File: config.mk
export PLATFORM = sky130hd
export DESIGN_NAME = key_encoder_qualifier_flat
export DESIGN_NICKNAME = d
export VERILOG_FILES = /design/src/rtl/core/keq_pkg.sv /design/src/rtl/core/keq_if.sv /design/src/rtl/core/keq_enc.sv /design/src/rtl/core/keq_keyscan.sv /design/src/rtl/core/keq_idle.sv /design/src/rtl/core/key_encoder_qualifier.sv /design/src/flat_wrapper.sv
export SDC_FILE = /design/constraint.sdc
export NUM_CORES = 1
export LEC_CHECK = 0
export BUFFER_PORTS_ARGS = -buffer_cell sky130_fd_sc_hd__buf_4
export CAP_MARGIN = 20
export CORE_ASPECT_RATIO = 0.6
export CORE_MARGIN = 1
export CORE_UTILIZATION = 60
export DETAILED_ROUTE_END_ITERATION = 10
export PLACE_DENSITY = 0.8
export SLEW_MARGIN = 10
export SYNTH_ARGS = -nofsm -noshare
export SYNTH_HDL_FRONTEND = slang
export SYNTH_SLANG_ARGS = --single-unit
export TNS_END_PERCENT = 20
File: constraint.sdc
create_clock -name clock -period 4.78 [get_ports clock]
set_input_delay 0 -clock clock [delete_from_list [all_inputs] [get_ports clock]]
set_output_delay 0 -clock clock [all_outputs]
set_load 0.005 [all_outputs]
File: src/rtl/core/keq_pkg.sv
// keq_pkg: shared types and constants of the key and encoder qualifier.
// No dependencies; compile first.
`timescale 1ns / 1ps
`default_nettype none

package keq_pkg;

   // configuration register indexes
   typedef enum logic [2:0] {
      CSR_PRESS_SCANS    = 3'd0,
      CSR_REPEAT_SCANS   = 3'd1,
      CSR_ENC_LOW_LIMIT  = 3'd2,
      CSR_ENC_HIGH_LIMIT = 3'd3,
      CSR_ENC_CENTER     = 3'd4
   } csr_index_type;

   localparam int unsigned CsrIndexWidth = 3;
   localparam int unsigned CsrDataWidth  = 8;

   // reset values of the configuration registers
   localparam logic [7:0] PressScansReset   = 8'd6;
   localparam logic [7:0] RepeatScansReset  = 8'd20;
   localparam logic [7:0] EncLowLimitReset  = 8'd5;
   localparam logic [7:0] EncHighLimitReset = 8'd195;
   localparam logic [7:0] EncCenterReset    = 8'd100;

   // item kinds
   localparam logic FuncCapture = 1'b0;
   localparam logic FuncPoll    = 1'b1;

   // encoder direction codes
   typedef enum logic [1:0] {
      DIR_NONE = 2'd0,
      DIR_UP   = 2'd1,
      DIR_DOWN = 2'd2
   } enc_dir_type;

   localparam logic [3:0] KeysReleased = 4'hf;
   localparam logic [5:0] SecMinLast   = 6'd59;

   // decision of the encoder stage for one item
   typedef struct packed {
      enc_dir_type dir;
      logic [7:0]  steps;
      logic        reload;
      logic        scan;      // poll runs a key scan this item
      logic        enc_act;   // encoder report clears the idle timer
   } enc_res_type;

   // idle timer control from the scan path
   typedef struct packed {
      logic clear;            // input activity seen
      logic advance;          // scan happened, seconds may advance
   } idle_ctl_type;

endpackage : keq_pkg

`default_nettype wire

File: src/rtl/core/keq_if.sv
// keq_if: valid/ready channel interfaces for request and response transactions.
// No dependencies.
`timescale 1ns / 1ps
`default_nettype none

interface keq_req_if;
   logic       valid;
   logic       ready;
   logic       func;
   logic [7:0] enc_count;
   logic [3:0] key_pins;
   logic [7:0] tick_20ms;
   logic [7:0] tick_10ms;
   logic [7:0] sec_tick;

   modport source (output valid, func, enc_count, key_pins, tick_20ms, tick_10ms, sec_tick,
                   input ready);
   modport sink   (input valid, func, enc_count, key_pins, tick_20ms, tick_10ms, sec_tick,
                   output ready);
endinterface : keq_req_if

interface keq_rsp_if;
   logic       valid;
   logic       ready;
   logic [2:0] key_code;
   logic [1:0] enc_dir;
   logic [7:0] enc_steps;
   logic       reload_counter;
   logic [7:0] repeats;
   logic [5:0] idle_seconds;
   logic [5:0] idle_minutes;
   logic [7:0] idle_hours;

   modport source (output valid, key_code, enc_dir, enc_steps, reload_counter, repeats,
                   idle_seconds, idle_minutes, idle_hours,
                   input ready);
   modport sink   (input valid, key_code, enc_dir, enc_steps, reload_counter, repeats,
                   idle_seconds, idle_minutes, idle_hours,
                   output ready);
endinterface : keq_rsp_if

`default_nettype wire

File: src/rtl/core/keq_enc.sv
// keq_enc: encoder capture and poll handling, decides whether a key scan runs.
// Depends on keq_pkg.
`timescale 1ns / 1ps
`default_nettype none

module keq_enc (
   input  wire                 clock,
   input  wire                 reset,
   input  wire                 step,
   input  wire                 func,
   input  wire [7:0]           enc_count,
   input  wire [7:0]           tick_20ms,
   input  wire [7:0]           tick_10ms,
   input  wire [7:0]           enc_low_limit,
   input  wire [7:0]           enc_high_limit,
   input  wire [7:0]           enc_center,
   output keq_pkg::enc_res_type res
);

   logic [7:0] enc_code_ff, enc_code_in;
   logic [7:0] enc_prev_ff, enc_prev_in;
   logic       enc_pending_ff, enc_pending_in;
   logic [7:0] last_enc_tick_ff, last_enc_tick_in;
   logic [7:0] last_scan_tick_ff, last_scan_tick_in;

   always_comb begin
      logic                 do_scan;
      keq_pkg::enc_dir_type d;
      logic [7:0]           s;

      enc_code_in       = enc_code_ff;
      enc_prev_in       = enc_prev_ff;
      enc_pending_in    = enc_pending_ff;
      last_enc_tick_in  = last_enc_tick_ff;
      last_scan_tick_in = last_scan_tick_ff;
      res               = '0;
      res.dir           = keq_pkg::DIR_NONE;
      do_scan           = 1'b1;
      d                 = keq_pkg::DIR_NONE;
      s                 = 8'd0;

      if (func == keq_pkg::FuncCapture) begin
         do_scan        = 1'b0;
         enc_pending_in = 1'b1;
         if (enc_count > enc_high_limit || enc_count < enc_low_limit) begin
            enc_code_in = enc_center;
            enc_prev_in = enc_center;
            res.reload  = 1'b1;
         end else begin
            enc_code_in = enc_count;
         end
      end else begin
         if (enc_pending_ff) begin
            enc_pending_in = 1'b0;
            if (enc_code_ff > enc_prev_ff) begin
               d = keq_pkg::DIR_UP;
               s = enc_code_ff - enc_prev_ff;
            end else if (enc_code_ff < enc_prev_ff) begin
               d = keq_pkg::DIR_DOWN;
               s = enc_prev_ff - enc_code_ff;
            end else begin
               do_scan = 1'b0;
            end
            if (d != keq_pkg::DIR_NONE) begin
               enc_prev_in = enc_code_ff;
               if (last_enc_tick_ff != tick_10ms) begin
                  // at most one report per 10 ms tick
                  enc_code_in      = enc_center;
                  enc_prev_in      = enc_center;
                  last_enc_tick_in = tick_10ms;
                  res.dir          = d;
                  res.steps        = s;
                  res.reload       = 1'b1;
                  res.enc_act      = 1'b1;
                  do_scan          = 1'b0;
               end
            end
         end
         if (do_scan && tick_20ms != last_scan_tick_ff) begin
            last_scan_tick_in = tick_20ms;
            res.scan          = 1'b1;
         end
      end
   end

   always_ff @(posedge clock) begin
      if (reset) begin
         enc_code_ff       <= keq_pkg::EncCenterReset;
         enc_prev_ff       <= keq_pkg::EncCenterReset;
         enc_pending_ff    <= 1'b0;
         last_enc_tick_ff  <= 8'd0;
         last_scan_tick_ff <= 8'd0;
      end else if (step) begin
         enc_code_ff       <= enc_code_in;
         enc_prev_ff       <= enc_prev_in;
         enc_pending_ff    <= enc_pending_in;
         last_enc_tick_ff  <= last_enc_tick_in;
         last_scan_tick_ff <= last_scan_tick_in;
      end
   end

endmodule : keq_enc

`default_nettype wire

File: src/rtl/core/keq_keyscan.sv
// keq_keyscan: single-key qualification, confirm and auto-repeat counters.
// Depends on keq_pkg.
`timescale 1ns / 1ps
`default_nettype none

module keq_keyscan (
   input  wire                   clock,
   input  wire                   reset,
   input  wire                   step,
   input  wire                   scan,
   input  wire [3:0]             key_pins,
   input  wire [7:0]             press_scans,
   input  wire [7:0]             repeat_scans,
   output logic [2:0]            key_code,
   output logic [7:0]            repeats,
   output keq_pkg::idle_ctl_type idle_ctl
);

   logic [2:0] held_key_ff, held_key_in;
   logic [7:0] press_ctr_ff, press_ctr_in;
   logic [7:0] confirm_ctr_ff, confirm_ctr_in;
   logic [7:0] repeat_ctr_ff, repeat_ctr_in;

   always_comb begin
      logic [3:0] pressed;
      logic [2:0] cnt;
      logic [2:0] key;
      logic [7:0] press_inc;
      logic [7:0] confirm_inc;

      pressed     = ~key_pins;
      cnt         = 3'($countones(pressed));
      press_inc   = press_ctr_ff + 8'd1;
      confirm_inc = confirm_ctr_ff + 8'd1;

      // lowest pressed key wins
      priority if (pressed[0]) key = 3'd1;
      else if (pressed[1])     key = 3'd2;
      else if (pressed[2])     key = 3'd3;
      else if (pressed[3])     key = 3'd4;
      else                     key = 3'd0;

      held_key_in      = held_key_ff;
      press_ctr_in     = press_ctr_ff;
      confirm_ctr_in   = confirm_ctr_ff;
      repeat_ctr_in    = repeat_ctr_ff;
      key_code         = 3'd0;
      idle_ctl.advance = scan;
      idle_ctl.clear   = scan && (key_pins != keq_pkg::KeysReleased);

      if (scan) begin
         if (cnt != 3'd1) begin
            held_key_in    = 3'd0;
            press_ctr_in   = 8'd0;
            confirm_ctr_in = 8'd0;
            repeat_ctr_in  = 8'd0;
         end else if (held_key_ff != key) begin
            held_key_in    = key;
            press_ctr_in   = 8'd0;
            confirm_ctr_in = 8'd0;
            repeat_ctr_in  = 8'd0;
         end else if (press_inc >= press_scans) begin
            press_ctr_in = 8'd0;
            if (confirm_ctr_ff != 8'd0) begin
               if (confirm_inc == repeat_scans) begin
                  confirm_ctr_in = 8'd1;
                  repeat_ctr_in  = repeat_ctr_ff + 8'd1;
                  key_code       = key;
               end else begin
                  confirm_ctr_in = confirm_inc;
               end
            end else begin
               // first confirmation
               confirm_ctr_in = 8'd1;
               key_code       = key;
            end
         end else begin
            press_ctr_in = press_inc;
         end
      end

      repeats = repeat_ctr_in;
   end

   always_ff @(posedge clock) begin
      if (reset) begin
         held_key_ff    <= 3'd0;
         press_ctr_ff   <= 8'd0;
         confirm_ctr_ff <= 8'd0;
         repeat_ctr_ff  <= 8'd0;
      end else if (step) begin
         held_key_ff    <= held_key_in;
         press_ctr_ff   <= press_ctr_in;
         confirm_ctr_ff <= confirm_ctr_in;
         repeat_ctr_ff  <= repeat_ctr_in;
      end
   end

endmodule : keq_keyscan

`default_nettype wire

File: src/rtl/core/keq_idle.sv
// keq_idle: idle timer in seconds, minutes and hours, cleared on input activity.
// Depends on keq_pkg.
`timescale 1ns / 1ps
`default_nettype none

module keq_idle (
   input  wire                   clock,
   input  wire                   reset,
   input  wire                   step,
   input  wire                   enc_act,
   input  keq_pkg::idle_ctl_type idle_ctl,
   input  wire [7:0]             sec_tick,
   output logic [5:0]            idle_seconds,
   output logic [5:0]            idle_minutes,
   output logic [7:0]            idle_hours
);

   logic [7:0] last_sec_ff, last_sec_in;
   logic       sec_latch_ff, sec_latch_in;
   logic [5:0] idle_sec_ff, idle_sec_in;
   logic [5:0] idle_min_ff, idle_min_in;
   logic [7:0] idle_hour_ff, idle_hour_in;

   always_comb begin
      logic clear;

      clear        = enc_act || idle_ctl.clear;
      last_sec_in  = last_sec_ff;
      sec_latch_in = sec_latch_ff;
      idle_sec_in  = clear ? 6'd0 : idle_sec_ff;
      idle_min_in  = clear ? 6'd0 : idle_min_ff;
      idle_hour_in = clear ? 8'd0 : idle_hour_ff;

      if (idle_ctl.advance) begin
         if (last_sec_ff != sec_tick) begin
            if (!sec_latch_ff) begin
               sec_latch_in = 1'b1;
               last_sec_in  = sec_tick;
               if (idle_sec_in == keq_pkg::SecMinLast) begin
                  idle_sec_in = 6'd0;
                  if (idle_min_in == keq_pkg::SecMinLast) begin
                     idle_min_in  = 6'd0;
                     idle_hour_in = idle_hour_in + 8'd1;
                  end else begin
                     idle_min_in = idle_min_in + 6'd1;
                  end
               end else begin
                  idle_sec_in = idle_sec_in + 6'd1;
               end
            end
         end else begin
            sec_latch_in = 1'b0;
         end
      end

      idle_seconds = idle_sec_in;
      idle_minutes = idle_min_in;
      idle_hours   = idle_hour_in;
   end

   always_ff @(posedge clock) begin
      if (reset) begin
         last_sec_ff  <= 8'd0;
         sec_latch_ff <= 1'b0;
         idle_sec_ff  <= 6'd0;
         idle_min_ff  <= 6'd0;
         idle_hour_ff <= 8'd0;
      end else if (step) begin
         last_sec_ff  <= last_sec_in;
         sec_latch_ff <= sec_latch_in;
         idle_sec_ff  <= idle_sec_in;
         idle_min_ff  <= idle_min_in;
         idle_hour_ff <= idle_hour_in;
      end
   end

endmodule : keq_idle

`default_nettype wire

File: src/rtl/core/key_encoder_qualifier.sv
// key_encoder_qualifier: top level of the key and encoder qualifier.
// Pipeline: an accepted request is held in the input register, then its response in the result register.
// Throughput: one transaction per cycle; the only limit is response backpressure.
// Reset: synchronous, active high; clears both stage valids, all qualifier state,
// and loads the configuration registers with their defaults. No clearing pass.
// Depends on keq_pkg, keq_if, keq_enc, keq_keyscan, keq_idle.
`timescale 1ns / 1ps
`default_nettype none

module key_encoder_qualifier (
   input  wire                                  clock,
   input  wire                                  reset,
   keq_req_if.sink                              req_ch,
   keq_rsp_if.source                            rsp_ch,
   input  wire                                  csr_we,
   input  wire [keq_pkg::CsrIndexWidth-1:0]     csr_index,
   input  wire [keq_pkg::CsrDataWidth-1:0]      csr_wdata
);

   // ---------------------------------------------------------------------
   // Configuration registers; writes to unused indexes are dropped.
   // ---------------------------------------------------------------------
   logic [7:0] press_scans_ff;
   logic [7:0] repeat_scans_ff;
   logic [7:0] enc_low_limit_ff;
   logic [7:0] enc_high_limit_ff;
   logic [7:0] enc_center_ff;

   always_ff @(posedge clock) begin
      if (reset) begin
         press_scans_ff    <= keq_pkg::PressScansReset;
         repeat_scans_ff   <= keq_pkg::RepeatScansReset;
         enc_low_limit_ff  <= keq_pkg::EncLowLimitReset;
         enc_high_limit_ff <= keq_pkg::EncHighLimitReset;
         enc_center_ff     <= keq_pkg::EncCenterReset;
      end else if (csr_we) begin
         unique case (keq_pkg::csr_index_type'(csr_index))
            keq_pkg::CSR_PRESS_SCANS:    press_scans_ff    <= csr_wdata;
            keq_pkg::CSR_REPEAT_SCANS:   repeat_scans_ff   <= csr_wdata;
            keq_pkg::CSR_ENC_LOW_LIMIT:  enc_low_limit_ff  <= csr_wdata;
            keq_pkg::CSR_ENC_HIGH_LIMIT: enc_high_limit_ff <= csr_wdata;
            keq_pkg::CSR_ENC_CENTER:     enc_center_ff     <= csr_wdata;
            default: ;
         endcase
      end
   end

   // ---------------------------------------------------------------------
   // Input register. It refills in the same cycle it hands its
   // transaction on, so back-to-back requests flow without bubbles.
   // ---------------------------------------------------------------------
   logic       in_valid_ff;
   logic       in_func_ff;
   logic [7:0] in_enc_count_ff;
   logic [3:0] in_key_pins_ff;
   logic [7:0] in_tick_20ms_ff;
   logic [7:0] in_tick_10ms_ff;
   logic [7:0] in_sec_tick_ff;

   logic out_valid_ff;
   logic step;     // the held transaction is processed and state commits

   assign step         = in_valid_ff && (!out_valid_ff || rsp_ch.ready);
   assign req_ch.ready = !in_valid_ff || step;

   always_ff @(posedge clock) begin
      if (reset) begin
         in_valid_ff <= 1'b0;
      end else if (req_ch.ready) begin
         in_valid_ff <= req_ch.valid;
      end
   end

   always_ff @(posedge clock) begin
      if (req_ch.valid && req_ch.ready) begin
         in_func_ff      <= req_ch.func;
         in_enc_count_ff <= req_ch.enc_count;
         in_key_pins_ff  <= req_ch.key_pins;
         in_tick_20ms_ff <= req_ch.tick_20ms;
         in_tick_10ms_ff <= req_ch.tick_10ms;
         in_sec_tick_ff  <= req_ch.sec_tick;
      end
   end

   // ---------------------------------------------------------------------
   // Single pass: encoder decision, then key scan and idle timer.
   // All three commit their state on step.
   // ---------------------------------------------------------------------
   keq_pkg::enc_res_type  enc_res;
   keq_pkg::idle_ctl_type idle_ctl;
   logic [2:0]            key_code;
   logic [7:0]            repeats;
   logic [5:0]            idle_seconds;
   logic [5:0]            idle_minutes;
   logic [7:0]            idle_hours;

   keq_enc u_enc (
      .clock          (clock),
      .reset          (reset),
      .step           (step),
      .func           (in_func_ff),
      .enc_count      (in_enc_count_ff),
      .tick_20ms      (in_tick_20ms_ff),
      .tick_10ms      (in_tick_10ms_ff),
      .enc_low_limit  (enc_low_limit_ff),
      .enc_high_limit (enc_high_limit_ff),
      .enc_center     (enc_center_ff),
      .res            (enc_res)
   );

   keq_keyscan u_keyscan (
      .clock        (clock),
      .reset        (reset),
      .step         (step),
      .scan         (enc_res.scan),
      .key_pins     (in_key_pins_ff),
      .press_scans  (press_scans_ff),
      .repeat_scans (repeat_scans_ff),
      .key_code     (key_code),
      .repeats      (repeats),
      .idle_ctl     (idle_ctl)
   );

   keq_idle u_idle (
      .clock        (clock),
      .reset        (reset),
      .step         (step),
      .enc_act      (enc_res.enc_act),
      .idle_ctl     (idle_ctl),
      .sec_tick     (in_sec_tick_ff),
      .idle_seconds (idle_seconds),
      .idle_minutes (idle_minutes),
      .idle_hours   (idle_hours)
   );

   // ---------------------------------------------------------------------
   // Result register
   // ---------------------------------------------------------------------
   logic [2:0] out_key_code_ff;
   logic [1:0] out_enc_dir_ff;
   logic [7:0] out_enc_steps_ff;
   logic       out_reload_ff;
   logic [7:0] out_repeats_ff;
   logic [5:0] out_idle_sec_ff;
   logic [5:0] out_idle_min_ff;
   logic [7:0] out_idle_hour_ff;

   always_ff @(posedge clock) begin
      if (reset) begin
         out_valid_ff <= 1'b0;
      end else if (step) begin
         out_valid_ff <= 1'b1;
      end else if (rsp_ch.ready) begin
         out_valid_ff <= 1'b0;
      end
   end

   always_ff @(posedge clock) begin
      if (step) begin
         out_key_code_ff  <= key_code;
         out_enc_dir_ff   <= enc_res.dir;
         out_enc_steps_ff <= enc_res.steps;
         out_reload_ff    <= enc_res.reload;
         out_repeats_ff   <= repeats;
         out_idle_sec_ff  <= idle_seconds;
         out_idle_min_ff  <= idle_minutes;
         out_idle_hour_ff <= idle_hours;
      end
   end

   assign rsp_ch.valid          = out_valid_ff;
   assign rsp_ch.key_code       = out_key_code_ff;
   assign rsp_ch.enc_dir        = out_enc_dir_ff;
   assign rsp_ch.enc_steps      = out_enc_steps_ff;
   assign rsp_ch.reload_counter = out_reload_ff;
   assign rsp_ch.repeats        = out_repeats_ff;
   assign rsp_ch.idle_seconds   = out_idle_sec_ff;
   assign rsp_ch.idle_minutes   = out_idle_min_ff;
   assign rsp_ch.idle_hours     = out_idle_hour_ff;

endmodule : key_encoder_qualifier

`default_nettype wire

File: src/flat_wrapper.sv
// flat-port wrapper written by rule: the top's interface ports become plain ports
module key_encoder_qualifier_flat 
  (clock, reset, csr_we, csr_index, csr_wdata, req_ch_valid, req_ch_func, req_ch_enc_count, req_ch_key_pins, req_ch_tick_20ms, req_ch_tick_10ms, req_ch_sec_tick, req_ch_ready, rsp_ch_valid, rsp_ch_key_code, rsp_ch_enc_dir, rsp_ch_enc_steps, rsp_ch_reload_counter, rsp_ch_repeats, rsp_ch_idle_seconds, rsp_ch_idle_minutes, rsp_ch_idle_hours, rsp_ch_ready);
  keq_req_if req_ch_i ();
  keq_rsp_if rsp_ch_i ();
  input  wire clock;
  input  wire reset;
  input  wire csr_we;
  input  wire [keq_pkg::CsrIndexWidth-1:0] csr_index;
  input  wire [keq_pkg::CsrDataWidth-1:0] csr_wdata;
  input wire logic [$bits(req_ch_i.valid)-1:0] req_ch_valid;
  input wire logic [$bits(req_ch_i.func)-1:0] req_ch_func;
  input wire logic [$bits(req_ch_i.enc_count)-1:0] req_ch_enc_count;
  input wire logic [$bits(req_ch_i.key_pins)-1:0] req_ch_key_pins;
  input wire logic [$bits(req_ch_i.tick_20ms)-1:0] req_ch_tick_20ms;
  input wire logic [$bits(req_ch_i.tick_10ms)-1:0] req_ch_tick_10ms;
  input wire logic [$bits(req_ch_i.sec_tick)-1:0] req_ch_sec_tick;
  output wire logic [$bits(req_ch_i.ready)-1:0] req_ch_ready;
  output wire logic [$bits(rsp_ch_i.valid)-1:0] rsp_ch_valid;
  output wire logic [$bits(rsp_ch_i.key_code)-1:0] rsp_ch_key_code;
  output wire logic [$bits(rsp_ch_i.enc_dir)-1:0] rsp_ch_enc_dir;
  output wire logic [$bits(rsp_ch_i.enc_steps)-1:0] rsp_ch_enc_steps;
  output wire logic [$bits(rsp_ch_i.reload_counter)-1:0] rsp_ch_reload_counter;
  output wire logic [$bits(rsp_ch_i.repeats)-1:0] rsp_ch_repeats;
  output wire logic [$bits(rsp_ch_i.idle_seconds)-1:0] rsp_ch_idle_seconds;
  output wire logic [$bits(rsp_ch_i.idle_minutes)-1:0] rsp_ch_idle_minutes;
  output wire logic [$bits(rsp_ch_i.idle_hours)-1:0] rsp_ch_idle_hours;
  input wire logic [$bits(rsp_ch_i.ready)-1:0] rsp_ch_ready;
  assign req_ch_i.valid = req_ch_valid;
  assign req_ch_i.func = req_ch_func;
  assign req_ch_i.enc_count = req_ch_enc_count;
  assign req_ch_i.key_pins = req_ch_key_pins;
  assign req_ch_i.tick_20ms = req_ch_tick_20ms;
  assign req_ch_i.tick_10ms = req_ch_tick_10ms;
  assign req_ch_i.sec_tick = req_ch_sec_tick;
  assign req_ch_ready = req_ch_i.ready;
  assign rsp_ch_valid = rsp_ch_i.valid;
  assign rsp_ch_key_code = rsp_ch_i.key_code;
  assign rsp_ch_enc_dir = rsp_ch_i.enc_dir;
  assign rsp_ch_enc_steps = rsp_ch_i.enc_steps;
  assign rsp_ch_reload_counter = rsp_ch_i.reload_counter;
  assign rsp_ch_repeats = rsp_ch_i.repeats;
  assign rsp_ch_idle_seconds = rsp_ch_i.idle_seconds;
  assign rsp_ch_idle_minutes = rsp_ch_i.idle_minutes;
  assign rsp_ch_idle_hours = rsp_ch_i.idle_hours;
  assign rsp_ch_i.ready = rsp_ch_ready;
  key_encoder_qualifier u_core (.clock(clock), .reset(reset), .req_ch(req_ch_i), .rsp_ch(rsp_ch_i), .csr_we(csr_we), .csr_index(csr_index), .csr_wdata(csr_wdata));
endmodule
==> flow_summary_export.csv <==
group,metric,value,unit
placed_design,dp_hpwl,17900,um
synthesis,synthArstFlopShare,0,%
synthesis,synthMostInstantiatedCell,"nand2_1",
setup_path,arrival,4770,ps
drt,drt-met1-wl,12600,um
clocking,clkSinkCount,210,
power_and_ir_drop,pwr_density_cell,321,nW/um^2
floorplanning,start_util,62.1,%
drt,topRoutingLayerUsed,"met4",
drt,firstDrtPassIters,5,
drt,route.met3.wl,2680,um
timing,maxSlewViolCount,0,
synthesis,synth_cells,1186,
floorplanning,design.core.area,17400,um^2
synthesis,synth.yosys.warnings,0,
drt,ant_nets,0,
timing,clock.fmax,227,MHz
timing,relSlewSlack,29.6,%
cells_and_area,final_nets,1408,
setup_path,crit_fanout,9,
setup_path,startpoint_type,"flop",
synthesis,synthTopCellsByArea,"dfxtp_1, edfxtp_1, ha_1, nand2_1, a21oi_1",
worst_hold_path,min_path_type,"input port to flop",
setup_path,worstSetupEndpointType,"flop",
timing,rsz0062_at_grt,"no",
global_routing,grt.overflow.total,0,
global_routing,antenna_found_initial,0,
worst_hold_path,min_from,"csr_index[0]",
run,maxCapViolCount,0,
cells_and_area,drive_gt1_share,13.0,%
setup_path,endpoint,"u_core.u_idle.idle_min_ff[1]$_SDFFE_PP0P_",
floorplanning,die-height,106,um
timing,tightest_slew,1050,ps
drt,wl_per_cell,17.3,um
drt,num_vias,9310,
setup_path,criticalPathCategory,"flop to flop",
synthesis,synth.avg_cell_area,9.12,um^2
power_and_ir_drop,vdd_drop_max,0.274,mV
drt,via_per_inst,6.00,
synthesis,syn-cell-area,10800,um^2
timing,setup_viol,0,
global_routing,grt_pass1_vias,8297,
drt,drcViolationCount,0,
drt,wl_met2,11200,um
timing,period_share,92.3,%
global_routing,track_usage,28.8,%
floorplanning,dieWidth,175,um
cells_and_area,antenna_cells,0,
timing,hold_viol_final,0,
cells_and_area,syn_to_final_growth,19.0,%
global_routing,grt_max_degree,64,
timing,whs,9.50,ps
floorplanning,rows,37,
synthesis,synth_top_cell_area_share,24.2,%
run_status,status,"finished, final reports clean",
synthesis,yosys-top-cells-count,"nand2_1, dfxtp_1, nor2_1",
floorplanning,die_area,18600,um^2
setup_path,rr_endpoint,"u_core.u_idle.idle_min_ff[1]$_SDFFE_PP0P_",
clocking,cts_buffers,20,
clocking,cts_tree,"done",
clocking,clockRootBuffer,"clkbuf_16",
drt,drt-initial-drc-count,947,
drt,wirelength,26900,um
timing,setup_tns,0,ps
global_routing,grt_pass1_wl,43100,um
synthesis,synth_seq_area_share,46.2,%
synthesis,synth_largest_area_cell,"dfxtp_1",
placed_design,port_buffers,96,
clocking,cts.reportedPaths.clkPinSlew,70,ps
setup_path,r2r_setup_slack,370,ps
setup_path,required,5140,ps
power_and_ir_drop,leakage,4.92,nW
setup_path,crit_start,"u_core.u_enc.enc_code_ff[0]$_SDFFE_PP0P_",
timing,post-route-min-period,4410,ps
synthesis,synth-main-ff-cell,"dfxtp_1",
synthesis,synth_edf_count,79,
placed_design,gp_congestion,0.903,
synthesis,synth-seq-cells,210,
synthesis,syn_nets,1290,
clocking,h-tree-depth,1,
setup_path,r2r_cells,17,
clocking,clkLatencyLatePin,510,ps
setup_path,r2r-start,"u_core.u_enc.enc_code_ff[0]$_SDFFE_PP0P_",
synthesis,synth_cell_type_count,75,
timing,finClkSkew,16.8,ps
floorplanning,io_pins,97,
clocking,clockBufferDepth,3,
placed cells by master (no fill, tap or decap), types with 15 or more instances in the layout:
cell and n:
a21o_1 15, a21oi_1 101, buf_4 106, clkbuf_16 22
dfxtp_1 131, dlygate4sd3_1 50, edfxtp_1 79, ha_1 48
inv_1 71, mux2i_1 21, nand2_1 146, nand3_1 57
nand4_1 18, nor2_1 114, nor3_1 26, o21ai_0 30
xnor2_1 39, xor2_1 21
metrics by stage:
stage               setup slack [ps]  instances  util, %  power (mW)  area (um^2)
finish                           369       1552     73.9        4.13        12900
CTS                              125       1552     73.8        4.12        12900
detailed placement               120       1466     67.0        2.45        11700
floorplan                        502       1186        -        2.28        10800
global route                     106       1552     73.9        4.26        12900
global placement                 423       1466     67.0        2.44        11700
layout make-up:
type / instances / area (um^2)
well taps: 234 / 293
repair buffers: 156 / 1300
multi-input cells: 844 / 5330
inverters: 72 / 270
flip-flops and latches: 210 / 4990
clock buffers: 30 / 631
fillers: 1275 / 4540
clock inverters: 6 / 58.8
per-layer routing:
metal / global-route usage (%) / up-vias
li1: - / 4476
met1: 44.4 / 4308
met2: 42.1 / 484
met3: 5.08 / 42
met4: 5.34 / 0
met5: 0 / -
critical path: stages, from the launching register on:
cell and delay, ps:
dfxtp_1 340, inv_1 70, ha_1 230, fa_1 470
nor2b_1 240, o21a_1 210, o311a_2 310, nor3_1 170
nor2_1 250, buf_4 200, and2_1 140, ha_1 260
nand3_1 220, a211o_1 300, nor4_2 390, nor3_1 170
o21ai_0 210, a21oi_1 80
power breakdown:
group | internal (mW) | switching, mW
Combinational | 0.200 | 0.302
Sequential | 1.92 | 0.0408
Clock | 0.970 | 0.698
cells by family after synthesis:
group                    synth area share [%]
multiplexers                             2.57
flip-flops                               46.2
AO/OA/AOI/OAI                            16.1
buffers and inverters                    4.79
XOR/XNOR                                 4.86
adder cells (fa/ha/maj)                  6.11
AND/OR/NAND/NOR                          19.4
how the worst min path moves through the flow:
stage / endpoint / slack, ps / cells past startpoint
after floorplan: u_core.in_enc_count_ff[0]$_DFFE_PP_ / 100 / 0
after global placement: u_core.in_tick_10ms_ff[4]$_DFFE_PP_ / 180 / 1
after detailed placement: u_core.in_enc_count_ff[6]$_DFFE_PP_ / 180 / 1
after CTS: u_core.enc_high_limit_ff[3]$_SDFFE_PP0P_ / 2 / 4
after global routing: u_core.enc_high_limit_ff[3]$_SDFFE_PP0P_ / 30 / 4
final: u_core.enc_high_limit_ff[0]$_SDFFE_PP1P_ / 9 / 4
timing repair:
item                                   4_1_cts  5_1_grt
hold buffers                                50        0
gates resized for setup                      0        4
endpoints found under the hold margin       79        0
setup buffers                                0        0
setup endpoints to repair                    0       24
(Power assumes the default switching activity.)
